===== config.mk =====
export PLATFORM = sky130hd
export DESIGN_NAME = uart_line_message_framer
export DESIGN_NICKNAME = d
export VERILOG_FILES = /design/src/design/ulmf_pkg.sv /design/src/design/ulmf_ram.sv /design/src/design/uart_line_message_framer.sv
export SDC_FILE = /design/constraint.sdc
export NUM_CORES = 1
export LEC_CHECK = 0
export ABC_CLOCK_PERIOD_IN_PS = 3680
export BUFFER_PORTS_ARGS = -buffer_cell sky130_fd_sc_hd__buf_2
export CORE_UTILIZATION = 40
export CTS_CLUSTER_SIZE = 40
export DETAILED_ROUTE_END_ITERATION = 8
export PLACE_DENSITY = 0.61
export SLEW_MARGIN = 20
export SYNTH_ARGS = -nofsm -noshare
export SYNTH_HDL_FRONTEND = slang
export SYNTH_HIERARCHICAL = 1
export SYNTH_SLANG_ARGS = --single-unit
export TNS_END_PERCENT = 10

===== constraint.sdc =====
create_clock -name i_clk -period 3.68 [get_ports i_clk]
set_input_delay 0.368 -clock i_clk [delete_from_list [all_inputs] [get_ports i_clk]]
set_output_delay 0.368 -clock i_clk [all_outputs]
set_load 0.05 [all_outputs]

===== src/design/ulmf_pkg.sv =====
// Shared types and constants for the UART line message framer.
// No dependencies; used by the top level of the framer.
package ulmf_pkg;

    localparam int MSG_BYTES_DEF = 24;

    localparam logic [7:0] TERM_ZERO = 8'h00;
    localparam logic [7:0] TERM_NL   = 8'h0A;
    localparam logic [7:0] LOSS_MAX  = 8'hFF;

    localparam logic KIND_BYTE   = 1'b0;
    localparam logic KIND_STATUS = 1'b1;

    typedef enum logic [2:0] {
        S_IDLE   = 3'b001,
        S_REPLAY = 3'b010,
        S_STATUS = 3'b100
    } t_state;

endpackage


===== src/design/ulmf_ram.sv =====
// Generic single-port-write, single-port-read RAM with registered read data.
// No dependencies.
module ulmf_ram #(
    parameter  int WIDTH = 8,
    parameter  int DEPTH = 24,
    localparam int AW    = (DEPTH > 1) ? $clog2(DEPTH) : 1
) (
    input  logic             i_clk,
    input  logic             i_we,
    input  logic [AW-1:0]    i_waddr,
    input  logic [WIDTH-1:0] i_wdata,
    input  logic             i_re,
    input  logic [AW-1:0]    i_raddr,
    output logic [WIDTH-1:0] o_rdata
);

    logic [WIDTH-1:0] r_mem [DEPTH];
    logic [WIDTH-1:0] r_rdata;

    always_ff @(posedge i_clk) begin
        if (i_we) begin
            r_mem[i_waddr] <= i_wdata;
        end
        if (i_re) begin
            r_rdata <= r_mem[i_raddr];
        end
    end

    assign o_rdata = r_rdata;

endmodule


===== src/design/uart_line_message_framer.sv =====
// Top level of the UART line message framer: control, counters and output register.
// Depends on ulmf_pkg and ulmf_ram.
//
// The framer takes one received byte per transfer and answers it with a run of
// results that always closes with one status item. Bytes other than zero and
// newline are written to a message memory of MSG_BYTES entries. When a message
// ends (terminator, overrun or a byte arriving at a full store) and holds data,
// it is replayed from the memory, or dropped and counted as lost if the sink is
// full. A replay first issues the read of the single registered read port of
// the message memory, then moves each byte to the output register, at most
// MSG_BYTES of them, and ends with the status item; when nothing is replayed,
// only the status item is given. A stalled output holds the run back. The
// input stall stays high from the accepting transfer until the status item has
// been loaded into the output register, while a finished result may still wait
// there to be taken.
module uart_line_message_framer #(
    parameter int MSG_BYTES = ulmf_pkg::MSG_BYTES_DEF
) (
    input  logic       i_clk,
    input  logic       i_rst_n,
    input  logic       i_in_valid,
    output logic       o_in_stall,
    input  logic [7:0] i_rx_byte,
    input  logic       i_overrun,
    input  logic       i_sink_full,
    output logic       o_out_valid,
    input  logic       i_out_stall,
    output logic       o_kind,
    output logic [7:0] o_msg_byte,
    output logic       o_msg_end,
    output logic       o_run_last,
    output logic [7:0] o_loss_count
);

    localparam int AW = (MSG_BYTES > 1) ? $clog2(MSG_BYTES) : 1;
    localparam int CW = $clog2(MSG_BYTES + 1);
    localparam logic [CW-1:0] FILL_MAX = CW'(MSG_BYTES);
    localparam logic [CW-1:0] CNT_ONE  = CW'(1);

    ulmf_pkg::t_state r_state, n_state;
    logic [CW-1:0] r_fill, n_fill;
    logic [7:0]    r_lost, n_lost;
    logic [CW-1:0] r_deliver, n_deliver;
    logic [CW-1:0] r_rd_idx, n_rd_idx;
    logic [CW-1:0] r_ld_idx, n_ld_idx;
    logic          r_pend, n_pend;

    logic          r_ovalid, n_ovalid;
    logic          r_okind, n_okind;
    logic [7:0]    r_obyte, n_obyte;
    logic          r_oend, n_oend;
    logic          r_olast, n_olast;
    logic [7:0]    r_oloss, n_oloss;

    logic          accept, out_free, load, issue;
    logic          is_term, store_full, do_store, finish, fin_nonempty, sink_drop;
    logic [CW-1:0] fill_new;
    logic [1:0]    loss_inc;
    logic [8:0]    loss_sum;
    logic          we;
    logic [7:0]    rdata;

    assign accept   = i_in_valid && (r_state == ulmf_pkg::S_IDLE);
    assign out_free = !r_ovalid || !i_out_stall;

    // Loss and store bookkeeping for the byte being taken in.
    assign is_term      = (i_rx_byte == ulmf_pkg::TERM_ZERO) ||
                          (i_rx_byte == ulmf_pkg::TERM_NL);
    assign store_full   = !is_term && (r_fill >= FILL_MAX);
    assign do_store     = !is_term && !store_full;
    assign fill_new     = do_store ? (r_fill + CNT_ONE) : r_fill;
    assign finish       = i_overrun || is_term || store_full;
    assign fin_nonempty = finish && (fill_new != '0);
    assign sink_drop    = fin_nonempty && i_sink_full;
    assign loss_inc     = 2'(i_overrun) + 2'(store_full) + 2'(sink_drop);
    assign loss_sum     = {1'b0, r_lost} + {7'd0, loss_inc};

    assign we    = accept && do_store;
    // A byte is moved from the read register to the output register, and the
    // next read is issued in the same cycle, so replay runs at one byte a cycle while the output is not stalled.
    assign load  = (r_state == ulmf_pkg::S_REPLAY) && r_pend && out_free;
    assign issue = (r_state == ulmf_pkg::S_REPLAY) && (r_rd_idx < r_deliver) &&
                   (!r_pend || load);

    ulmf_ram #(
        .WIDTH (8),
        .DEPTH (MSG_BYTES)
    ) u_store (
        .i_clk   (i_clk),
        .i_we    (we),
        .i_waddr (r_fill[AW-1:0]),
        .i_wdata (i_rx_byte),
        .i_re    (issue),
        .i_raddr (r_rd_idx[AW-1:0]),
        .o_rdata (rdata)
    );

    always_comb begin
        n_state   = r_state;
        n_fill    = r_fill;
        n_lost    = r_lost;
        n_deliver = r_deliver;
        n_rd_idx  = r_rd_idx;
        n_ld_idx  = r_ld_idx;
        n_pend    = r_pend;
        n_ovalid  = r_ovalid && i_out_stall;
        n_okind   = r_okind;
        n_obyte   = r_obyte;
        n_oend    = r_oend;
        n_olast   = r_olast;
        n_oloss   = r_oloss;

        unique case (r_state)
            ulmf_pkg::S_IDLE: begin
                if (accept) begin
                    n_fill   = fin_nonempty ? '0 : fill_new;
                    n_lost   = loss_sum[8] ? ulmf_pkg::LOSS_MAX : loss_sum[7:0];
                    n_rd_idx = '0;
                    n_ld_idx = '0;
                    n_pend   = 1'b0;
                    if (fin_nonempty && !i_sink_full) begin
                        n_deliver = fill_new;
                        n_state   = ulmf_pkg::S_REPLAY;
                    end else begin
                        n_deliver = '0;
                        n_state   = ulmf_pkg::S_STATUS;
                    end
                end
            end
            ulmf_pkg::S_REPLAY: begin
                if (issue) begin
                    n_rd_idx = r_rd_idx + CNT_ONE;
                end
                if (load) begin
                    n_ovalid = 1'b1;
                    n_okind  = ulmf_pkg::KIND_BYTE;
                    n_obyte  = rdata;
                    n_oend   = ((r_ld_idx + CNT_ONE) == r_deliver);
                    n_olast  = 1'b0;
                    n_oloss  = r_lost;
                    n_ld_idx = r_ld_idx + CNT_ONE;
                    if ((r_ld_idx + CNT_ONE) == r_deliver) begin
                        n_state = ulmf_pkg::S_STATUS;
                    end
                end
                n_pend = issue || (r_pend && !load);
            end
            ulmf_pkg::S_STATUS: begin
                if (out_free) begin
                    n_ovalid = 1'b1;
                    n_okind  = ulmf_pkg::KIND_STATUS;
                    n_obyte  = '0;
                    n_oend   = 1'b0;
                    n_olast  = 1'b1;
                    n_oloss  = r_lost;
                    n_state  = ulmf_pkg::S_IDLE;
                end
            end
            default: begin
                n_state = ulmf_pkg::S_IDLE;
            end
        endcase
    end

    always_ff @(posedge i_clk) begin
        if (!i_rst_n) begin
            r_state   <= ulmf_pkg::S_IDLE;
            r_fill    <= '0;
            r_lost    <= '0;
            r_deliver <= '0;
            r_rd_idx  <= '0;
            r_ld_idx  <= '0;
            r_pend    <= 1'b0;
            r_ovalid  <= 1'b0;
        end else begin
            r_state   <= n_state;
            r_fill    <= n_fill;
            r_lost    <= n_lost;
            r_deliver <= n_deliver;
            r_rd_idx  <= n_rd_idx;
            r_ld_idx  <= n_ld_idx;
            r_pend    <= n_pend;
            r_ovalid  <= n_ovalid;
        end
    end

    always_ff @(posedge i_clk) begin
        r_okind <= n_okind;
        r_obyte <= n_obyte;
        r_oend  <= n_oend;
        r_olast <= n_olast;
        r_oloss <= n_oloss;
    end

    assign o_in_stall   = (r_state != ulmf_pkg::S_IDLE);
    assign o_out_valid  = r_ovalid;
    assign o_kind       = r_okind;
    assign o_msg_byte   = r_obyte;
    assign o_msg_end    = r_oend;
    assign o_run_last   = r_olast;
    assign o_loss_count = r_oloss;

    // No replayed byte may be left in the read register once the run is over.
    a_idle_no_pend: assert property (@(posedge i_clk) disable iff (!i_rst_n)
        (r_state == ulmf_pkg::S_IDLE) |-> !r_pend)
        else $error("read data still pending while idle");

    a_ld_bound: assert property (@(posedge i_clk) disable iff (!i_rst_n)
        (r_ld_idx <= r_deliver) && (r_rd_idx <= r_deliver))
        else $error("replay index ran past the message length");

    a_read_in_range: assert property (@(posedge i_clk) disable iff (!i_rst_n)
        issue |-> (r_rd_idx < FILL_MAX))
        else $error("memory read beyond the message store");

    a_status_form: assert property (@(posedge i_clk) disable iff (!i_rst_n)
        (r_ovalid && (r_okind == ulmf_pkg::KIND_STATUS)) |->
            (r_olast && !r_oend && (r_obyte == '0)))
        else $error("malformed status item");

    a_fill_bound: assert property (@(posedge i_clk) disable iff (!i_rst_n)
        r_fill <= FILL_MAX)
        else $error("fill count beyond the store size");

endmodule

==> results of run 1 <==
[path summary, 6_finish.rpt]
kind | startpoint | to | slack, ns | depth (start not counted)
min reg2reg | r_lost[6]$_SDFFE_PN0P_ | o_loss_count[6]$_DFFE_PP_ | 0.49 | 0
min | i_rst_n | r_state[0]$_SDFFE_PN1P_ | 0.13 | 2
max reg2reg | r_fill[0]$_SDFFE_PN0P_ | r_lost[4]$_SDFFE_PN0P_ | 0.20 | 13
max | r_fill[0]$_SDFFE_PN0P_ | r_lost[4]$_SDFFE_PN0P_ | 0.20 | 13
[cell type report]
class                           count  share of cell area
Clock inverter                     19             0.01129
Timing Repair Buffer               72             0.03842
Sequential cell                   251              0.6086
Tap cell                          330             0.03483
Inverter                           10            0.003167
Multi-Input combinational cell    357              0.2482
Clock buffer                       28             0.05552
[sequential cells by signal (all words and copies together) (netlist names)]
signal	count
o_loss_count	8
o_msg_byte	8
o_msg_end	1
o_out_valid	1
o_run_last	1
r_deliver	5
r_fill	5
r_ld_idx	5
r_lost	8
r_pend	1
r_rd_idx	5
r_state	3
u_store/o_rdata	8
u_store/r_mem	192
[worst reg2reg max path, delay by kind of cell, from the launching register on]
kind	cells	cell delay, ns
and+or+nand+nor	4	0.56
xor gates and xnor gates	2	0.50
adders and majority gates	4	1.32
AOI/OAI and AO/OA	3	0.50
DFF	1	0.44
[cell usage after synthesis (9+ instances only)]
cell,number
ha_1,10
dfxtp_1,33
edfxtp_1,218
nor2b_1,12
mux2i_1,40
a21oi_1,26
nand2_1,34
a22oi_1,9
nor2_1,46
o21ai_0,11
o211ai_1,11
clkbuf_1,11
nand3_1,18
inv_1,10
mux4_2,32
or3_1,9
[per-layer routing]
layer	global-route usage	part of all wire	routed length [um]
met5	0	0	0
met4	0.04206	0.018	400
met3	0.02920	0.067	1458
met2	0.2629	0.46	10010
met1	0.2370	0.46	9924
[kinds of logic (layout without fill, tap and decap cells)]
group,after synthesis,after routing,share of synthesized area
flip-flops,251,251,0.6937
AND/OR/NAND/NOR,164,164,0.08370
AO/OA/AOI/OAI,96,96,0.06383
multiplexers,73,73,0.1094
buffers and inverters,42,129,0.02336
adder cells (fa/ha/maj),12,12,0.01590
XOR/XNOR,12,12,0.01012
[stage by stage]
stage / power (mW) / setup TNS, ns / util
2_1_floorplan: 3.272 / 0 / -
3_3_place_gp: 3.364 / 0 / 0.4363
3_5_place_dp: 3.372 / -0.1203 / 0.4363
4_1_cts: 5.783 / 0 / 0.4675
5_1_grt: 5.894 / 0 / 0.4680
6_report: 5.721 / 0 / 0.4680
[power by group through the flow]
stage	logic, mW	clock network [mW]	registers, mW
after CTS	0.193	2.47	3.12
final	0.193	2.41	3.12
after detailed placement	0.193	0	3.18
after floorplan	0.0850	0	3.19
after global placement	0.186	0	3.18
after global routing	0.208	2.57	3.12
[timing repair]
item                                    4_1_cts  5_1_grt
buffers inserted                              0        1
gates resized for setup                       0        3
endpoints found under the setup margin        0        7
[cell usage in the layout, fill, tap and decap left out, types with 9 or more instances in the layout]
| cell type | n |
|---|---|
| mux4_2 | 32 |
| mux2i_1 | 40 |
| o211ai_1 | 11 |
| ha_1 | 9 |
| nor2b_1 | 12 |
| edfxtp_1 | 218 |
| buf_2 | 34 |
| buf_4 | 38 |
| o21ai_0 | 11 |
| or3_1 | 9 |
| clkinv_2 | 9 |
| nor2_1 | 46 |
| clkbuf_16 | 26 |
| dfxtp_1 | 29 |
| nand3_1 | 18 |
| a21oi_1 | 26 |
| inv_1 | 10 |
| a22oi_1 | 9 |
| nand2_1 | 34 |
==> results.cfg, run 1 <==
[status]
status = complete, no violations

[synth]
async_reset_ff_frac = 0
syn_inst = 650
synth_cell_types = 61
synth_top_area_share = 0.6301
synth-seq-cells = 251
synth_area_leader_cell = edfxtp_1
synth.area.top_cells = edfxtp_1 (63%), mux4_2 (6.9%), dfxtp_1 (6.4%)
synthFlopType = edfxtp_1
syn-num-nets = 676
synth_area_um2 = 10390
syn_area_per_cell_um2 = 15.98
yosys_warnings = 6
ys_seq_area_frac = 0.6937
synth_edf_count = 218

[placed_design]
dp_hpwl_um = 14660
dp_slack_ns = -0.07849
dp.cells = 1019
portBuffers = 34
place_area_um2 = 11050
gp_congestion = 0.8384

[global_routing]
grt_overflow = 0
grt_use_total = 0.1662
grt_pass1_wl_um = 33150
grt_pass1_vias = 5718
grt_max_degree = 45
antenna_found_initial = 0

[timing]
slew_headroom = 0.4186
tightest_slew_ns = 0.8721
fin_crit_sh = 0.9470
final.setup.worst_slack_ns = 0.1950
max_freq_ghz = 0.2869
rsz0062_at_grt = false
setup_viol = 0
min_period_ns = 3.485
holdWs_ns = 0.1329
hold_viol = 0
worst_clock_skew_ns = 0.01399
final_max_slew_viol_count = 0

[cells_and_area]
area.growth.synth_to_final_pct = 14.10
finalNetCount = 744
fin_cells = 1067
final_area_um2 = 11850
drive_above_1_share = 0.2198
fillers = 2181
antennaDiodeCount = 0
multi_input_area_um2 = 2942
seqCellArea_um2 = 7214

[power]
combPwrFrac = 0.034
swShare = 0.2081
ir_drop_mv = 0.2692
p_int_mw = 4.531
p_per_area_nw_per_um2 = 482.7
power_switching_mw = 1.191
power.leakage_nw = 3.746
pwr-share-seq = 0.545
clkPwrFrac = 0.421

[worst_setup_path]
cp-end-kind = flop
critical_path_class = flop to flop
cp-start-kind = flop
crit_buf_inv = 0
crit_slowest_cell = dfxtp_2
cp_max_fo = 11
cp_slowest_stage_delay_ns = 0.44
crit_family = adder cells
arrival_ns = 3.85
path_cells = ha_2, a21bo_1, a31oi_1, xor2_1, nor4_4, nor2_1, fa_1, ha_1, fa_1, and3_1, nand2_1, xor2_1, a21oi_1
cp.required_ns = 4.04

[floorplan]
die-area_um2 = 26620
die_h_um = 163.2
row_count = 58
ioPinCount = 35
core-area_um2 = 25330
die_width_um = 163.2
start_util = 0.4102

[clocking]
cts_buffer_depth = 3
insertion_delay_ns = 0.53
cts_buffers = 26
numClockSinks = 251
cts-root-buf = clkbuf_16
cts_tree = yes
clkSlewWorstSetupHoldPaths_ns = 0.06
h-tree-depth = 1
holdBufCountCts = 0

[detailed_routing]
drt-initial-drc-count = 555
dr.pass1.iters = 7
wire_per_inst_um = 20.42
ant_nets = 0
avgViaCountPerCell = 5.515
drc = 0
vias = 5885
drt-total-wl_um = 21790

[worst_hold_path]
min_path_type = input pin to flop

[run]
maxCapViolCount = 0
No activity file was read; power rests on OpenSTA's default activity.
==> run 2: changes to the inputs <==
ABC_CLOCK_PERIOD_IN_PS = 3500   (was 3680)
CORE_ASPECT_RATIO = 1.75   (was unset)
clock period = 3.5 ns   (was 3.68 ns; I/O delays follow)
==> results.cfg, run 2 (synthesis results as in run 1) <==
[timing]
fin_crit_sh = 0.9471
tightest_slew_ns = 0.8244
hold_viol = 0
setup_tns_ns = 0
final_max_slew_viol_count = 0
holdWs_ns = 0.1340
setup_viol = 0
min_period_ns = 3.315
final.setup.worst_slack_ns = 0.1851
max_freq_ghz = 0.3017
slew_headroom = 0.4498
worst_clock_skew_ns = 0.02279

[floorplan]
die_width_um = 123.8
die_h_um = 215.2
core-area_um2 = 25430
die-area_um2 = 26650
row_count = 77
ioPinCount = 35
start_util = 0.4085

[cells_and_area]
drive_above_1_share = 0.2190
seqCellArea_um2 = 7214
final_cell_mix = edfxtp_1 (218), nor2_1 (46), buf_4 (40), mux2i_1 (40)
fillers = 2205
area.growth.synth_to_final_pct = 13.98
multi_input_area_um2 = 2942
fin_util = 0.4656
largest_register_ffs = 192
finalNetCount = 744
largest-register = u_store/r_mem
antennaDiodeCount = 0
final_common_cell = edfxtp_1

[worst_setup_path]
critical_path_class = flop to flop
worstReg2RegEnd = r_lost[4]$_SDFFE_PN0P_
cp_max_fo = 9
r2r_start = r_fill[0]$_SDFFE_PN0P_
rrSetupSlack_ns = 0.19
cp.required_ns = 3.87
arrival_ns = 3.69
rr_worst_depth = 12
cp-end-kind = flop
cp-start-kind = flop

[clocking]
numClockSinks = 251
insertion_delay_ns = 0.53
cts_tree = yes
cts_setup_buffers = 0
cts_buffers = 23
h-tree-depth = 1
cts_buffer_depth = 3
cts-root-buf = clkbuf_16
clkSlewWorstSetupHoldPaths_ns = 0.06

[global_routing]
grt_pass1_wl_um = 35310
grt_use_met2 = 0.3300
grt_overflow = 0
busiest_layer = met2
met1_usage = 0.2013
antenna_found_initial = 2
grt_max_degree = 48
grt_pass1_vias = 6153
use_met3 = 0.02415
grt_use_total = 0.1792

[worst_hold_path]
hold-path-endpoint = u_store/r_mem[15][0]$_DFFE_PP_
min_path_type = input pin to flop
hold_depth = 1
hp-start = i_rx_byte[0]

[detailed_routing]
dr.pass1.iters = 5
wire_per_inst_um = 21.88
ant_nets = 0
vias = 5895
drt-total-wl_um = 23000
drt-initial-drc-count = 465
avgViaCountPerCell = 5.609
drc = 0

[power]
p_per_area_nw_per_um2 = 508.3
power.leakage_nw = 3.741
ir_drop_mv = 0.3875
p_total_mw = 6.019

[placed_design]
dp_slack_ns = -0.04939
dp_hpwl_um = 15570
gp_congestion = 0.8408
portBuffers = 34

[status]
status = complete, no violations

[run]
maxCapViolCount = 0
run 2: worst max path at each step:
stage | to | slack, ns | startpoint
floorplan | r_lost[4]$_SDFFE_PN0P_ | 0.32 | r_fill[0]$_SDFFE_PN0P_
global placement | r_lost[4]$_SDFFE_PN0P_ | 0.05 | i_rx_byte[4]
detailed placement | r_lost[4]$_SDFFE_PN0P_ | -0.05 | i_rx_byte[1]
CTS | r_lost[4]$_SDFFE_PN0P_ | 0.06 | r_fill[0]$_SDFFE_PN0P_
global route | r_lost[4]$_SDFFE_PN0P_ | -0.007 | r_fill[0]$_SDFFE_PN0P_
finish | r_lost[4]$_SDFFE_PN0P_ | 0.19 | r_fill[0]$_SDFFE_PN0P_
run 2: power breakdown:
part | switching [mW] | internal (mW) | leakage, nW
Sequential | 0.0120 | 3.27 | 2.24
Clock | 1.10 | 1.44 | 0.373
Combinational | 0.143 | 0.0620 | 1.13
Total | 1.25 | 4.77 | 3.74
run 2: through the flow:
step | instance area (um2) | cells
6_report | 11840 | 1051
4_1_cts | 11840 | 1051
3_5_place_dp | 11070 | 1009
3_3_place_gp | 11070 | 1009
5_1_grt | 11840 | 1051
2_1_floorplan | 10390 | 650
run 2: metal layers:
metal / up-vias / routed length (um)
met5: - / 15
li1: 2694 / -
met3: 45 / 976
met1: 2991 / 8556
met4: 2 / 834
met2: 163 / 12620
run 2: layout make-up:
type,count,area share
clock buffers,24,0.04892
repair buffers,75,0.04142
multi-input cells,357,0.2484
inverters,10,0.003170
flip-flops and latches,251,0.6093
clock inverters,18,0.01543
well taps,316,0.03339
run 2: repair_timing:
| item | in CTS | in global routing |
|---|---|---|
| resized for setup | 0 | 3 |
| setup endpoints to repair | 0 | 8 |
| hold buffers | 0 | 0 |
run 2: critical path, cell delays in order, from the launching register on:
cell and delay [ns]:
dfxtp_2 0.41, inv_1 0.09, ha_1 0.35, o31a_4 0.36, nor4_4 0.26, nor2_1 0.10, fa_1 0.44, ha_1 0.22
fa_1 0.41, and3_1 0.22, nand2_1 0.09, xor2_1 0.14, a21oi_1 0.08
